### config.mk
export PLATFORM = sky130hd
export DESIGN_NAME = serial_frame_resync_receiver_flat
export DESIGN_NICKNAME = d
export VERILOG_FILES = /design/src/hw/rtl/sfr_pkg.sv /design/src/hw/rtl/sfr_ifs.sv /design/src/hw/rtl/sfr_mem.sv /design/src/hw/rtl/sfr_seq.sv /design/src/hw/rtl/serial_frame_resync_receiver.sv /design/src/flat_wrapper.sv
export SDC_FILE = /design/constraint.sdc
export NUM_CORES = 1
export LEC_CHECK = 0
export BUFFER_PORTS_ARGS = -buffer_cell sky130_fd_sc_hd__buf_2
export CAP_MARGIN = 20
export CORE_ASPECT_RATIO = 1.1
export CORE_MARGIN = 2
export CORE_UTILIZATION = 57
export DETAILED_ROUTE_END_ITERATION = 8
export GPL_TIMING_DRIVEN = 0
export HOLD_SLACK_MARGIN = 0.08
export PLACE_DENSITY = 0.76
export SYNTH_ARGS = -nofsm -noshare
export SYNTH_HDL_FRONTEND = slang
export SYNTH_SLANG_ARGS = --single-unit
### constraint.sdc
create_clock -name clk_i -period 3.5 [get_ports clk_i]
set_input_delay 0 -clock clk_i [delete_from_list [all_inputs] [get_ports clk_i]]
set_output_delay 0 -clock clk_i [all_outputs]
set_load 0.01 [all_outputs]
### src/hw/rtl/sfr_pkg.sv
// shared constants, result beat type and the crc-8 step for the frame receiver
// no dependencies
package sfr_pkg;

  localparam int unsigned TW         = 9;   // frame total, up to 511
  localparam int unsigned CAPW       = 7;   // beats per input item, up to 64
  localparam int unsigned RESULT_CAP = 64;

  localparam logic [7:0]  CRC_POLY     = 8'hD5;
  localparam logic [7:0]  MIN_LEN      = 8'd3;
  localparam logic [7:0]  OWN_ADDR_RST = 8'd234;
  localparam logic [15:0] IDLE_TMO_RST = 16'd100;

  localparam logic FUNC_BYTE = 1'b0;
  localparam logic FUNC_TICK = 1'b1;

  localparam logic REG_OWN_ADDR = 1'b0;
  localparam logic REG_IDLE_TMO = 1'b1;

  typedef struct packed {
    logic [7:0] frame_byte;
    logic [5:0] byte_index;
    logic [6:0] frame_total;
    logic       for_us;
    logic       last;
  } res_t;

  function automatic logic [7:0] crc8_step(input logic [7:0] crc, input logic [7:0] data);
    logic [7:0] c;
    c = crc ^ data;
    for (int b = 0; b < 8; b++) begin
      if (c[7]) begin
        c = {c[6:0], 1'b0} ^ CRC_POLY;
      end else begin
        c = {c[6:0], 1'b0};
      end
    end
    return c;
  endfunction

endpackage

### src/hw/rtl/sfr_ifs.sv
// valid/ready channel interfaces for the frame receiver input and result beats
// depends on nothing
interface sfr_rx_if;
  logic       valid;
  logic       ready;
  logic       func;
  logic [7:0] rx_byte;

  modport source (output valid, func, rx_byte, input ready);
  modport sink   (input valid, func, rx_byte, output ready);
endinterface

interface sfr_res_if;
  logic       valid;
  logic       ready;
  logic [7:0] frame_byte;
  logic [5:0] byte_index;
  logic [6:0] frame_total;
  logic       for_us;
  logic       last;

  modport source (output valid, frame_byte, byte_index, frame_total, for_us, last,
                  input ready);
  modport sink   (input valid, frame_byte, byte_index, frame_total, for_us, last,
                  output ready);
endinterface

### src/hw/rtl/sfr_mem.sv
// frame byte buffer: one write port, one read port with registered data
// no package dependencies
module sfr_mem #(
  parameter int unsigned DEPTH = 64,
  parameter int unsigned AW    = 6
) (
  input  logic          clk_i,
  input  logic          we_i,
  input  logic [AW-1:0] waddr_i,
  input  logic [7:0]    wdata_i,
  input  logic          re_i,
  input  logic [AW-1:0] raddr_i,
  output logic [7:0]    rdata_o
);

  logic [7:0] mem [DEPTH];
  logic [7:0] rdata_q;

  always_ff @(posedge clk_i) begin
    if (we_i) begin
      mem[waddr_i] <= wdata_i;
    end
    if (re_i) begin
      rdata_q <= mem[raddr_i];
    end
  end

  assign rdata_o = rdata_q;

endmodule

### src/hw/rtl/sfr_seq.sv
// rescan sequencer: appends bytes, checks length and crc, emits frames, idle flush
// depends on sfr_pkg; drives the ports of sfr_mem
module sfr_seq
  import sfr_pkg::*;
#(
  parameter int unsigned BUF_DEPTH = 64,
  parameter int unsigned MAX_LEN   = 62,
  parameter int unsigned AW        = 6,
  parameter int unsigned CW        = 7
) (
  input  logic          clk_i,
  input  logic          rst_ni,
  input  logic [7:0]    own_addr_i,
  input  logic [15:0]   idle_tmo_i,
  input  logic          in_valid_i,
  input  logic          in_func_i,
  input  logic [7:0]    in_byte_i,
  output logic          in_ready_o,
  output logic          out_valid_o,
  input  logic          out_ready_i,
  output res_t          out_o,
  output logic          mem_we_o,
  output logic [AW-1:0] mem_waddr_o,
  output logic [7:0]    mem_wdata_o,
  output logic          mem_re_o,
  output logic [AW-1:0] mem_raddr_o,
  input  logic [7:0]    mem_rdata_i
);

  localparam logic [3:0] ST_IDLE    = 4'd0;
  localparam logic [3:0] ST_SCAN    = 4'd1;
  localparam logic [3:0] ST_LEN     = 4'd2;
  localparam logic [3:0] ST_CRC_RD  = 4'd3;
  localparam logic [3:0] ST_CRC_ACC = 4'd4;
  localparam logic [3:0] ST_CHK_RD  = 4'd5;
  localparam logic [3:0] ST_CHK     = 4'd6;
  localparam logic [3:0] ST_EM_RD   = 4'd7;
  localparam logic [3:0] ST_EM_OUT  = 4'd8;
  localparam logic [3:0] ST_DROP    = 4'd9;
  localparam logic [3:0] ST_FINISH  = 4'd10;

  logic [3:0]      state_q, state_d;
  logic [AW-1:0]   head_q, head_d;
  logic [CW-1:0]   fill_q, fill_d;
  logic [15:0]     idle_q, idle_d;
  logic [TW-1:0]   total_q, total_d;
  logic [TW-1:0]   k_q, k_d;
  logic [TW-1:0]   idx_q, idx_d;
  logic [7:0]      crc_q, crc_d;
  logic [CAPW-1:0] emit_q, emit_d;
  logic            forus_q, forus_d;
  logic            out_valid_q, out_valid_d;
  res_t            out_q, out_d;
  logic [15:0]     idle_inc;
  logic [TW-1:0]   len_total;
  logic            cur_forus;

  // circular buffer address of head plus an offset below two depths
  function automatic logic [AW-1:0] addr_at(input logic [AW-1:0] head,
                                            input logic [CW-1:0] off);
    logic [AW:0] s;
    s = {1'b0, head} + (AW+1)'(off);
    if (s >= (AW+1)'(BUF_DEPTH)) begin
      s = s - (AW+1)'(BUF_DEPTH);
    end
    return s[AW-1:0];
  endfunction

  assign idle_inc  = (idle_q == 16'hFFFF) ? idle_q : idle_q + 16'd1;
  assign len_total = TW'(mem_rdata_i) + TW'(2);
  assign cur_forus = (idx_q == '0) ? (mem_rdata_i == own_addr_i) : forus_q;

  always_comb begin
    state_d     = state_q;
    head_d      = head_q;
    fill_d      = fill_q;
    idle_d      = idle_q;
    total_d     = total_q;
    k_d         = k_q;
    idx_d       = idx_q;
    crc_d       = crc_q;
    emit_d      = emit_q;
    forus_d     = forus_q;
    out_d       = out_q;
    out_valid_d = out_valid_q && !out_ready_i;
    in_ready_o  = 1'b0;
    mem_we_o    = 1'b0;
    mem_waddr_o = addr_at(head_q, fill_q);
    mem_wdata_o = in_byte_i;
    mem_re_o    = 1'b0;
    mem_raddr_o = addr_at(head_q, CW'(1));

    unique case (state_q)
      ST_IDLE: begin
        in_ready_o = 1'b1;
        if (in_valid_i) begin
          if (in_func_i == FUNC_BYTE) begin
            idle_d = '0;
            if (fill_q < CW'(BUF_DEPTH)) begin
              mem_we_o = 1'b1;
              fill_d   = fill_q + CW'(1);
            end
            emit_d  = '0;
            state_d = ST_SCAN;
          end else begin
            idle_d = idle_inc;
            if (fill_q != '0 && idle_inc > idle_tmo_i) begin
              fill_d = '0;
            end
          end
        end
      end
      ST_SCAN: begin
        if (fill_q < CW'(2)) begin
          state_d = ST_FINISH;
        end else begin
          mem_re_o = 1'b1;
          state_d  = ST_LEN;
        end
      end
      ST_LEN: begin
        if (mem_rdata_i < MIN_LEN || mem_rdata_i > 8'(MAX_LEN)) begin
          head_d  = addr_at(head_q, CW'(1));
          fill_d  = fill_q - CW'(1);
          state_d = ST_SCAN;
        end else begin
          total_d = len_total;
          if (TW'(fill_q) < len_total) begin
            state_d = ST_FINISH;
          end else begin
            crc_d   = '0;
            k_d     = TW'(2);
            state_d = ST_CRC_RD;
          end
        end
      end
      ST_CRC_RD: begin
        mem_re_o    = 1'b1;
        mem_raddr_o = addr_at(head_q, CW'(k_q));
        state_d     = ST_CRC_ACC;
      end
      ST_CRC_ACC: begin
        crc_d = crc8_step(crc_q, mem_rdata_i);
        k_d   = k_q + TW'(1);
        // last covered byte sits at offset total minus two
        if (k_q == total_q - TW'(2)) begin
          state_d = ST_CHK_RD;
        end else begin
          state_d = ST_CRC_RD;
        end
      end
      ST_CHK_RD: begin
        mem_re_o    = 1'b1;
        mem_raddr_o = addr_at(head_q, CW'(total_q - TW'(1)));
        state_d     = ST_CHK;
      end
      ST_CHK: begin
        if (mem_rdata_i != crc_q) begin
          head_d  = addr_at(head_q, CW'(1));
          fill_d  = fill_q - CW'(1);
          state_d = ST_SCAN;
        end else begin
          idx_d   = '0;
          state_d = ST_EM_RD;
        end
      end
      ST_EM_RD: begin
        if (emit_q >= CAPW'(RESULT_CAP)) begin
          state_d = ST_DROP;
        end else begin
          mem_re_o    = 1'b1;
          mem_raddr_o = addr_at(head_q, CW'(idx_q));
          state_d     = ST_EM_OUT;
        end
      end
      ST_EM_OUT: begin
        if (!out_valid_q || out_ready_i) begin
          out_valid_d       = 1'b1;
          out_d.frame_byte  = mem_rdata_i;
          out_d.byte_index  = idx_q[5:0];
          out_d.frame_total = total_q[6:0];
          out_d.for_us      = cur_forus;
          out_d.last        = (idx_q == total_q - TW'(1));
          forus_d           = cur_forus;
          emit_d            = emit_q + CAPW'(1);
          idx_d             = idx_q + TW'(1);
          if (idx_q == total_q - TW'(1)) begin
            state_d = ST_DROP;
          end else begin
            state_d = ST_EM_RD;
          end
        end
      end
      ST_DROP: begin
        head_d  = addr_at(head_q, CW'(total_q));
        fill_d  = fill_q - CW'(total_q);
        state_d = ST_SCAN;
      end
      ST_FINISH: begin
        if (fill_q >= CW'(BUF_DEPTH)) begin
          fill_d = '0;
        end
        state_d = ST_IDLE;
      end
      default: begin
        state_d = ST_IDLE;
      end
    endcase
  end

  always_ff @(posedge clk_i or negedge rst_ni) begin
    if (!rst_ni) begin
      state_q     <= ST_IDLE;
      head_q      <= '0;
      fill_q      <= '0;
      idle_q      <= '0;
      out_valid_q <= 1'b0;
      emit_q      <= '0;
    end else begin
      state_q     <= state_d;
      head_q      <= head_d;
      fill_q      <= fill_d;
      idle_q      <= idle_d;
      out_valid_q <= out_valid_d;
      emit_q      <= emit_d;
    end
  end

  always_ff @(posedge clk_i) begin
    total_q <= total_d;
    k_q     <= k_d;
    idx_q   <= idx_d;
    crc_q   <= crc_d;
    forus_q <= forus_d;
    out_q   <= out_d;
  end

  assign out_valid_o = out_valid_q;
  assign out_o       = out_q;

endmodule

### src/hw/rtl/serial_frame_resync_receiver.sv
// channel   dir  beat payload                                       handshake
// rx_i      in   func, rx_byte                                      valid/ready
// res_o     out  frame_byte, byte_index, frame_total, for_us, last  valid/ready
// cfg       in   cfg_idx_i, cfg_data_i                              cfg_we_i
//
// a tick is taken in idle; a byte starts a rescan whose steps read the length,
// each crc byte, the crc byte for the compare and each emitted byte in turn,
// all through the single read port of the frame buffer
// reset clears fill count, idle count and head; buffer contents are not cleared
// a stalled result beat holds the sequencer at the next emitted byte
// depends on sfr_pkg, sfr_ifs, sfr_mem, sfr_seq
module serial_frame_resync_receiver
  import sfr_pkg::*;
#(
  parameter int unsigned BUF_DEPTH = 64,
  parameter int unsigned MAX_LEN   = 62
) (
  input  logic        clk_i,
  input  logic        rst_ni,
  sfr_rx_if.sink      rx_i,
  sfr_res_if.source   res_o,
  input  logic        cfg_we_i,
  input  logic        cfg_idx_i,
  input  logic [15:0] cfg_data_i
);

  localparam int unsigned AW = $clog2(BUF_DEPTH);
  localparam int unsigned CW = $clog2(BUF_DEPTH + 1);

  logic [7:0]    own_addr_q;
  logic [15:0]   idle_tmo_q;
  logic          mem_we, mem_re;
  logic [AW-1:0] mem_waddr, mem_raddr;
  logic [7:0]    mem_wdata, mem_rdata;
  res_t          res;

  always_ff @(posedge clk_i or negedge rst_ni) begin
    if (!rst_ni) begin
      own_addr_q <= OWN_ADDR_RST;
      idle_tmo_q <= IDLE_TMO_RST;
    end else if (cfg_we_i) begin
      unique case (cfg_idx_i)
        REG_OWN_ADDR: own_addr_q <= cfg_data_i[7:0];
        REG_IDLE_TMO: idle_tmo_q <= cfg_data_i;
        default:      own_addr_q <= own_addr_q;
      endcase
    end
  end

  sfr_mem #(
    .DEPTH (BUF_DEPTH),
    .AW    (AW)
  ) u_mem (
    .clk_i   (clk_i),
    .we_i    (mem_we),
    .waddr_i (mem_waddr),
    .wdata_i (mem_wdata),
    .re_i    (mem_re),
    .raddr_i (mem_raddr),
    .rdata_o (mem_rdata)
  );

  sfr_seq #(
    .BUF_DEPTH (BUF_DEPTH),
    .MAX_LEN   (MAX_LEN),
    .AW        (AW),
    .CW        (CW)
  ) u_seq (
    .clk_i       (clk_i),
    .rst_ni      (rst_ni),
    .own_addr_i  (own_addr_q),
    .idle_tmo_i  (idle_tmo_q),
    .in_valid_i  (rx_i.valid),
    .in_func_i   (rx_i.func),
    .in_byte_i   (rx_i.rx_byte),
    .in_ready_o  (rx_i.ready),
    .out_valid_o (res_o.valid),
    .out_ready_i (res_o.ready),
    .out_o       (res),
    .mem_we_o    (mem_we),
    .mem_waddr_o (mem_waddr),
    .mem_wdata_o (mem_wdata),
    .mem_re_o    (mem_re),
    .mem_raddr_o (mem_raddr),
    .mem_rdata_i (mem_rdata)
  );

  assign res_o.frame_byte  = res.frame_byte;
  assign res_o.byte_index  = res.byte_index;
  assign res_o.frame_total = res.frame_total;
  assign res_o.for_us      = res.for_us;
  assign res_o.last        = res.last;

  // a byte beat always starts a rescan, so input is held off next cycle
  a_byte_blocks: assert property (@(posedge clk_i) disable iff (!rst_ni)
    rx_i.valid && rx_i.ready && rx_i.func == FUNC_BYTE |=> !rx_i.ready)
    else $error("input ready right after a byte beat");

  a_last_index: assert property (@(posedge clk_i) disable iff (!rst_ni)
    res_o.valid && res_o.last |-> res_o.byte_index == 6'(res_o.frame_total - 7'd1))
    else $error("last beat index does not match frame total");

  a_first_not_last: assert property (@(posedge clk_i) disable iff (!rst_ni)
    res_o.valid && res_o.byte_index == 6'd0 |-> !res_o.last)
    else $error("first beat of a frame flagged last");

endmodule

### src/flat_wrapper.sv
// flat-port wrapper written by rule: the top's interface ports become plain ports
module serial_frame_resync_receiver_flat import sfr_pkg::*;
#(
  parameter int unsigned BUF_DEPTH = 64,
  parameter int unsigned MAX_LEN   = 62
)
  (clk_i, rst_ni, cfg_we_i, cfg_idx_i, cfg_data_i, rx_i_valid, rx_i_func, rx_i_rx_byte, rx_i_ready, res_o_valid, res_o_frame_byte, res_o_byte_index, res_o_frame_total, res_o_for_us, res_o_last, res_o_ready);
  sfr_rx_if rx_i_i ();
  sfr_res_if res_o_i ();
  input  logic clk_i;
  input  logic rst_ni;
  input  logic cfg_we_i;
  input  logic cfg_idx_i;
  input  logic [15:0] cfg_data_i;
  input wire logic [$bits(rx_i_i.valid)-1:0] rx_i_valid;
  input wire logic [$bits(rx_i_i.func)-1:0] rx_i_func;
  input wire logic [$bits(rx_i_i.rx_byte)-1:0] rx_i_rx_byte;
  output wire logic [$bits(rx_i_i.ready)-1:0] rx_i_ready;
  output wire logic [$bits(res_o_i.valid)-1:0] res_o_valid;
  output wire logic [$bits(res_o_i.frame_byte)-1:0] res_o_frame_byte;
  output wire logic [$bits(res_o_i.byte_index)-1:0] res_o_byte_index;
  output wire logic [$bits(res_o_i.frame_total)-1:0] res_o_frame_total;
  output wire logic [$bits(res_o_i.for_us)-1:0] res_o_for_us;
  output wire logic [$bits(res_o_i.last)-1:0] res_o_last;
  input wire logic [$bits(res_o_i.ready)-1:0] res_o_ready;
  assign rx_i_i.valid = rx_i_valid;
  assign rx_i_i.func = rx_i_func;
  assign rx_i_i.rx_byte = rx_i_rx_byte;
  assign rx_i_ready = rx_i_i.ready;
  assign res_o_valid = res_o_i.valid;
  assign res_o_frame_byte = res_o_i.frame_byte;
  assign res_o_byte_index = res_o_i.byte_index;
  assign res_o_frame_total = res_o_i.frame_total;
  assign res_o_for_us = res_o_i.for_us;
  assign res_o_last = res_o_i.last;
  assign res_o_i.ready = res_o_ready;
  serial_frame_resync_receiver #(.BUF_DEPTH(BUF_DEPTH), .MAX_LEN(MAX_LEN)) u_core (.clk_i(clk_i), .rst_ni(rst_ni), .rx_i(rx_i_i), .res_o(res_o_i), .cfg_we_i(cfg_we_i), .cfg_idx_i(cfg_idx_i), .cfg_data_i(cfg_data_i));
endmodule
# Word level (Yosys, flattened, before mapping)
# Memory sizes are Yosys's and may differ from the RTL's. A register that Yosys moved wholly into a read port is not among the register bits.
# Index checks and enable logic that the tools add are counted.
[totals] regBits=123 ram_bits=512 output_inout_bits=25 wordCells=191 memories=1
[mem_list] name="u_core.u_mem.mem" words=64 width=8 read_ports=1 rd_ports_with_merged_regs=1 write_ports=1 line_no="sfr_mem.sv:16" text="logic [7:0] mem [DEPTH];"
[classes] add_sub_neg=22 order_cmp=14 eq_ne=26 n_mux=73 bitwise=11 reduce_logical=27
[op_table] operator="$mux W8" n=17
[op_table] operator="$mux W7" n=10
[op_table] operator="$ge A7 B7 Y1 const B" n=8
[op_table] operator="$mux W6" n=9
[op_table] operator="$not A5 Y5" n=8
[op_table] operator="$pmux W4 S10" n=1
[op_table] operator="$mux W9" n=4
[op_table] operator="$pmux W6 S3" n=2
[op_table] operator="$pmux W9 S2" n=2
[op_table] operator="$sub A6 B1 Y6 const B" n=6
[op_table] operator="$add A6 B7 Y7" n=5
[op_table] operator="$pmux W7 S5" n=1
[op_table] operator="$mux W16" n=2
[op_table] operator="$mux W4" n=7
[op_table] operator="$add A9 B1 Y9 const B" n=2
[op_table] operator="$eq A9 B9 Y1" n=2
[op_table] operator="$ne A2 B2 Y1 const B" n=9
[op_table] operator="$add A16 B1 Y16 const B" n=1
[op_table] operator="$eq A16 B16 Y1 const B" n=1
[op_table] operator="$eq A4 B3 Y1 const B" n=4
[op_table] operator="$gt A16 B16 Y1" n=1
[op_table] operator="$pmux W8 S2" n=1
[op_table] operator="$reduce_and A3 Y1" n=5
[op_table] operator="$add A7 B1 Y7 const B" n=2
[op_table] operator="36 further kinds" n=63

# Longest topological paths before layout
[depth] ltp_word=25 mapped_depth=18 ltp_nobuf=16

# Hierarchy
# A second synthesis with hierarchy kept.
[hier_totals] cells_unflattened=1834 area_unflattened_um2=28897.7
[by_module_without_submodules] mod="sfr_mem" instances=1 cells_per_inst=940 area_each_um2=20246.9 seq_area_each_um2=15615.0
[by_module_without_submodules] mod="sfr_seq" instances=1 cells_per_inst=842 area_each_um2=7742.4 seq_area_each_um2=2767.7
[by_module_without_submodules] mod="serial_frame_resync_receiver" instances=1 cells_per_inst=52 area_each_um2=908.4 seq_area_each_um2=610.6

# Worst setup path after synthesis
# Ideal clock, no wire load.
[synth_path] path_type="reg2reg" startpoint="register u_core.u_seq.idle_q[4]" endpoint="register u_core.u_seq.fill_q[0]" setup_ns=0.127 t_arrival_ns=3.621 required_ns=3.373 slack_ns=-0.248 path_stages_with_launch=17 n_path_buf=2 synth_period_minus_slack_ns=3.748 cell_sequence="dfrtp_1 and4_1 nand4_1 or2_1 buf_2 nor4_4 buf_4 mux2_2 ha_1 nor2b_1 o21a_1 o21a_1 o21ai_0 a21oi_1 a211oi_1 a21oi_1 mux2_1"
[synth_between] elab_chain_cells=6 word_cells_on_any_way=7 classes_between="add/sub: 1; order compare: 1; eq/ne: 2; mux: 1; reduce/logical: 2"
[synth_rtl] element="start, declared" line_no="sfr_seq.sv:45" text="logic [15:0] idle_q, idle_d;"
[synth_rtl] element="start signal, assigned" line_no="sfr_seq.sv:223" text="idle_q <= idle_d;"
[synth_rtl] element="$add A16 B1 Y16 / $eq A16 B16 Y1 (equally long branches)" line_no="sfr_seq.sv:69" text="assign idle_inc = (idle_q == 16'hFFFF) ? idle_q : idle_q + 16'd1;"
[synth_rtl] element="$mux W16 *" line_no="sfr_seq.sv:69"
[synth_rtl] element="$gt A16 B16 Y1 *" line_no="sfr_seq.sv:107" text="if (fill_q != '0 && idle_inc > idle_tmo_i) begin"
[synth_rtl] element="$logic_and A1 B1 Y1 *" line_no="sfr_seq.sv:107"
[synth_rtl] element="$ne A3 B3 Y1 (no line) *"
[synth_rtl] element="$reduce_and A7 Y1 (no line) *"
[synth_rtl] element="end signal, assigned" line_no="sfr_seq.sv:222" text="fill_q <= fill_d;"
[synth_rtl] element="end, declared" line_no="sfr_seq.sv:44" text="logic [CW-1:0] fill_q, fill_d;"
# Every way passes the cells marked *; elsewhere a longest branch is shown, timed or not.
# A chain may end at the register's enable or synchronous reset.

# Worst setup path after layout
[layout_path] startpoint="register u_core.u_seq.state_q[3]" endpoint="register u_core.u_mem.rdata_q[2] (netlist: u_core.u_mem.rdata_o[2]) (read register of u_core.u_mem.mem), data pin"
[layout_between] elab_chain_cells=3 word_cells_on_any_way=7 classes_between="eq/ne: 4; mux: 2; reduce/logical: 1"
[layout_rtl] element="start, declared" line_no="sfr_seq.sv:42" text="logic [3:0] state_q, state_d;"
[layout_rtl] element="start signal, assigned" line_no="sfr_seq.sv:220" text="state_q <= state_d;"
[layout_rtl] element="$eq A4 B3 Y1 / $eq A4 B2 Y1 (equally long branches)" line_no="sfr_seq.sv:93" text="unique case (state_q)"
[layout_rtl] element="$reduce_or A2 Y1 (no line)"
[layout_rtl] element="$pmux W1 S3" line_no="sfr_seq.sv:93"
[layout_rtl] element="end, declared" line_no="sfr_mem.sv:17" text="logic [7:0] rdata_q;"
# Parallel ways exist; a longest one is shown, timed or not.

==> results.yml <==
status:
  status: "complete, but fails checks"
  violations: "negative setup slack"
finish:
  fin_cells: 3160
  drive_gt1_share_pct: 23.85
  layout-area-overhead-vs-synth_pct: 21.67
  nNetsFinal: 2543
logic_synthesis:
  syn_area_um2: 29080
  yosysUniqueCellTypes: 83
  synth_area_leaders: "edfxtp_1 (60%), dfrtp_1 (4.9%), nand2_1 (3.8%)"
  seq_area_frac_synth_pct: 65.31
  synth_ff_type: "edfxtp_1"
  synth_top_area_share_pct: 59.68
  yosys.area.top_type: "edfxtp_1"
  synth_nets: 2319
  async_flop_share_pct: 10.11
  synth_area_per_cell_um2: 13.09
  netlist_top_cells_count: "edfxtp_1 (578), nand2_1 (297), a21oi_1 (168)"
  yosysWarnings: 0
  ys_ff_latch: 643
  synth_enable_flop_cells: 578
  synth_most_common_cell: "edfxtp_1"
  netlist_instances: 2221
grt:
  grt_start_max_net_pins: 65
  grt_antenna_before_repair: 2
  grt-ovfl-total: 0
  grt_pass1_vias: 20060
  grt_pass1_wl_um: 120000
  grt_usage_pct: 30.84
placed_design:
  hpwlAfterDp_um: 53340
  dp_cells: 2943
  gp_congestion: 0.9931
  io_buffers: 54
routing:
  drtIter0Drc: 2328
  drc: 0
  vias: 20320
  drt-vias-per-instance: 6.431
  postRouteAntennaNets: 0
  first_pass_iters: 6
  wl_per_cell_um: 26.31
  wirelength_um: 83130
timing:
  fmax_mhz: 250.8
  finalCritPeriodShare_pct: 113.9
  worstMarginPinSlew_ns: 1.147
  relSlewSlack_pct: 23.50
  rsz0062_at_grt: "true"
  fin_crit_ns: 3.988
  finClkSkew_ns: 0.03534
  setup_viol: 14
  setup_slack_ns: -0.4878
  slew_viol_final: 0
  hold_violations: 0
critical_path:
  worstPathArrival_ns: 4.45
  start_kind: "register"
  cp.required_ns: 3.97
  crit_fanout: 7
  worst_setup_path_end_kind: "register"
  critPathKind: "reg2reg"
floorplan:
  die_y_um: 240.9
  start_util_pct: 57.87
  die_x_um: 219.4
  die_area_um2: 52850
  io_pins: 56
  core_um2: 50250
  num_rows: 86
clock_tree:
  cts_buffers: 68
  clk_latency_ns: 0.62
  h-tree-depth: 3
  max-clock-path-buffers: 3
  cts_tree: "done"
  cts.sinks: 643
  path_clk_slew_ns: 0.06
  clockRootBuffer: "clkbuf_16"
worst_hold_path:
  hold_path_class: "in2reg"
run:
  drv_cap: 0
repair_timing:
| item | 4_1_cts | 5_1_grt |
|---|---|---|
| endpoints found under the setup margin | 527 | 458 |
| hold buffers | 30 | 2 |
| hold endpoints to repair | 270 | 82 |
| gates resized for setup | 291 | 142 |
| gates cloned | 1 | 4 |
| setup buffers | 42 | 19 |
| pin swaps | 46 | 47 |
metal layers:
layer | GRT usage [%] | routed length, um | vias to the layer above
met5 | 0 | 0 | -
met4 | 18.53 | 5275 | 0
met3 | 5.293 | 7109 | 266
met2 | 51.50 | 40580 | 1131
met1 | 37.78 | 30160 | 10060
li1 | - | - | 8869
registers in the layout, indices dropped and copies added, names as in the netlist:
register / flops
u_core.u_seq.emit_q: 7
u_core.u_seq.state_q: 4
u_core.u_seq.out_valid_o: 1
u_core.idle_tmo_q: 16
u_core.u_mem.mem: 512
u_core.u_seq.idx_q: 9
u_core.own_addr_q: 8
u_core.u_mem.rdata_o: 8
u_core.u_seq.out_o: 23
u_core.u_seq.fill_q: 7
u_core.u_seq.crc_q: 8
u_core.u_seq.k_q: 9
u_core.u_seq.total_q: 9
u_core.u_seq.head_q: 6
u_core.u_seq.idle_q: 16
critical path: stages (launching register included):
cell,delay (ns)
dfrtp_1,0.38
nand2b_4,0.17
buf_12,0.13
nor3_4,0.28
nor2_1,0.11
a21oi_2,0.13
inv_1,0.07
fa_1,0.52
inv_2,0.06
a221oi_4,0.28
buf_12,0.17
buf_4,0.12
buf_12,0.14
buf_4,0.14
a21o_1,0.09
a21oi_1,0.04
o32ai_1,0.65
o31ai_2,0.17
nand4_1,0.16
kinds of logic (layout without fill, tap and decap cells):
family,count (synthesis),in the layout,synth area share (%)
DFF,643,643,65.31
and+or+nand+nor,611,611,9.276
AOI/OAI and AO/OA,492,492,11.97
buffers and inverters,184,462,2.926
xor gates and xnor gates,118,118,3.580
muxes,106,106,3.924
adders and majority gates,67,67,3.012
other,0,1,0
cell type report:
class                   count  area [um2]
inverters                  58       217.7
flip-flops and latches    643       19000
clock buffers              82        1818
repair buffers            161        1468
plain buffers             119       950.9
fillers                  3172       14870
diodes                      1       2.502
well taps                 660       825.8
multi-input cells        1394       10720
clock inverters            42       382.9
cells in the final DEF, fill, tap and decap left out, drive strengths merged, types with 62 or more instances in the layout:
master  netlist  final
nand2       297    297
ha           62     62
nor2        154    154
edfxtp      578    578
a221oi       66     66
buf          78    206
clkbuf       48    124
xnor2        71     71
a21oi       170    170
mux2i        69     69
through the flow:
stage | utilization, % | setup slack (ns) | setup TNS [ns] | instance area [um2] | hold slack (ns)
after floorplan | - | 0.008673 | 0 | 29120 | -0.2956
after global placement | 60.12 | -1.370 | -303.33 | 30210 | 0.1949
after detailed placement | 60.44 | -1.539 | -348.88 | 30370 | 0.1637
after CTS | 68.35 | -0.4869 | -3.995 | 34340 | 0.1345
after global routing | 70.41 | -0.5813 | -10.25 | 35380 | 0.1703
final | 70.41 | -0.4878 | -3.682 | 35380 | 0.1534
path summary, 6_finish.rpt:
check	startpoint	to	slack, ns	cells past startpoint
min reg2reg	u_core.u_seq.idx_q[5]$_SDFFCE_PN0P_	u_core.u_seq.out_o[14]$_DFFE_PP_	0.46	0
min in group asynchronous	rst_ni	u_core.u_seq.head_q[2]$_DFFE_PN0P_	0.62	3
max	u_core.u_seq.state_q[3]$_DFFE_PN0P_	u_core.u_mem.rdata_o[2]$_DFFE_PP_	-0.49	18
max in group asynchronous	rst_ni	u_core.u_seq.state_q[2]$_DFFE_PN0P_	1.41	4
max reg2reg	u_core.u_seq.state_q[3]$_DFFE_PN0P_	u_core.u_mem.rdata_o[2]$_DFFE_PP_	-0.49	18
min	res_o_ready	u_core.u_seq.out_valid_o$_DFF_PN0_	0.15	3
Power is not shown: default switching activity piles up to over one toggle a cycle in this logic, so the estimate is an artifact.
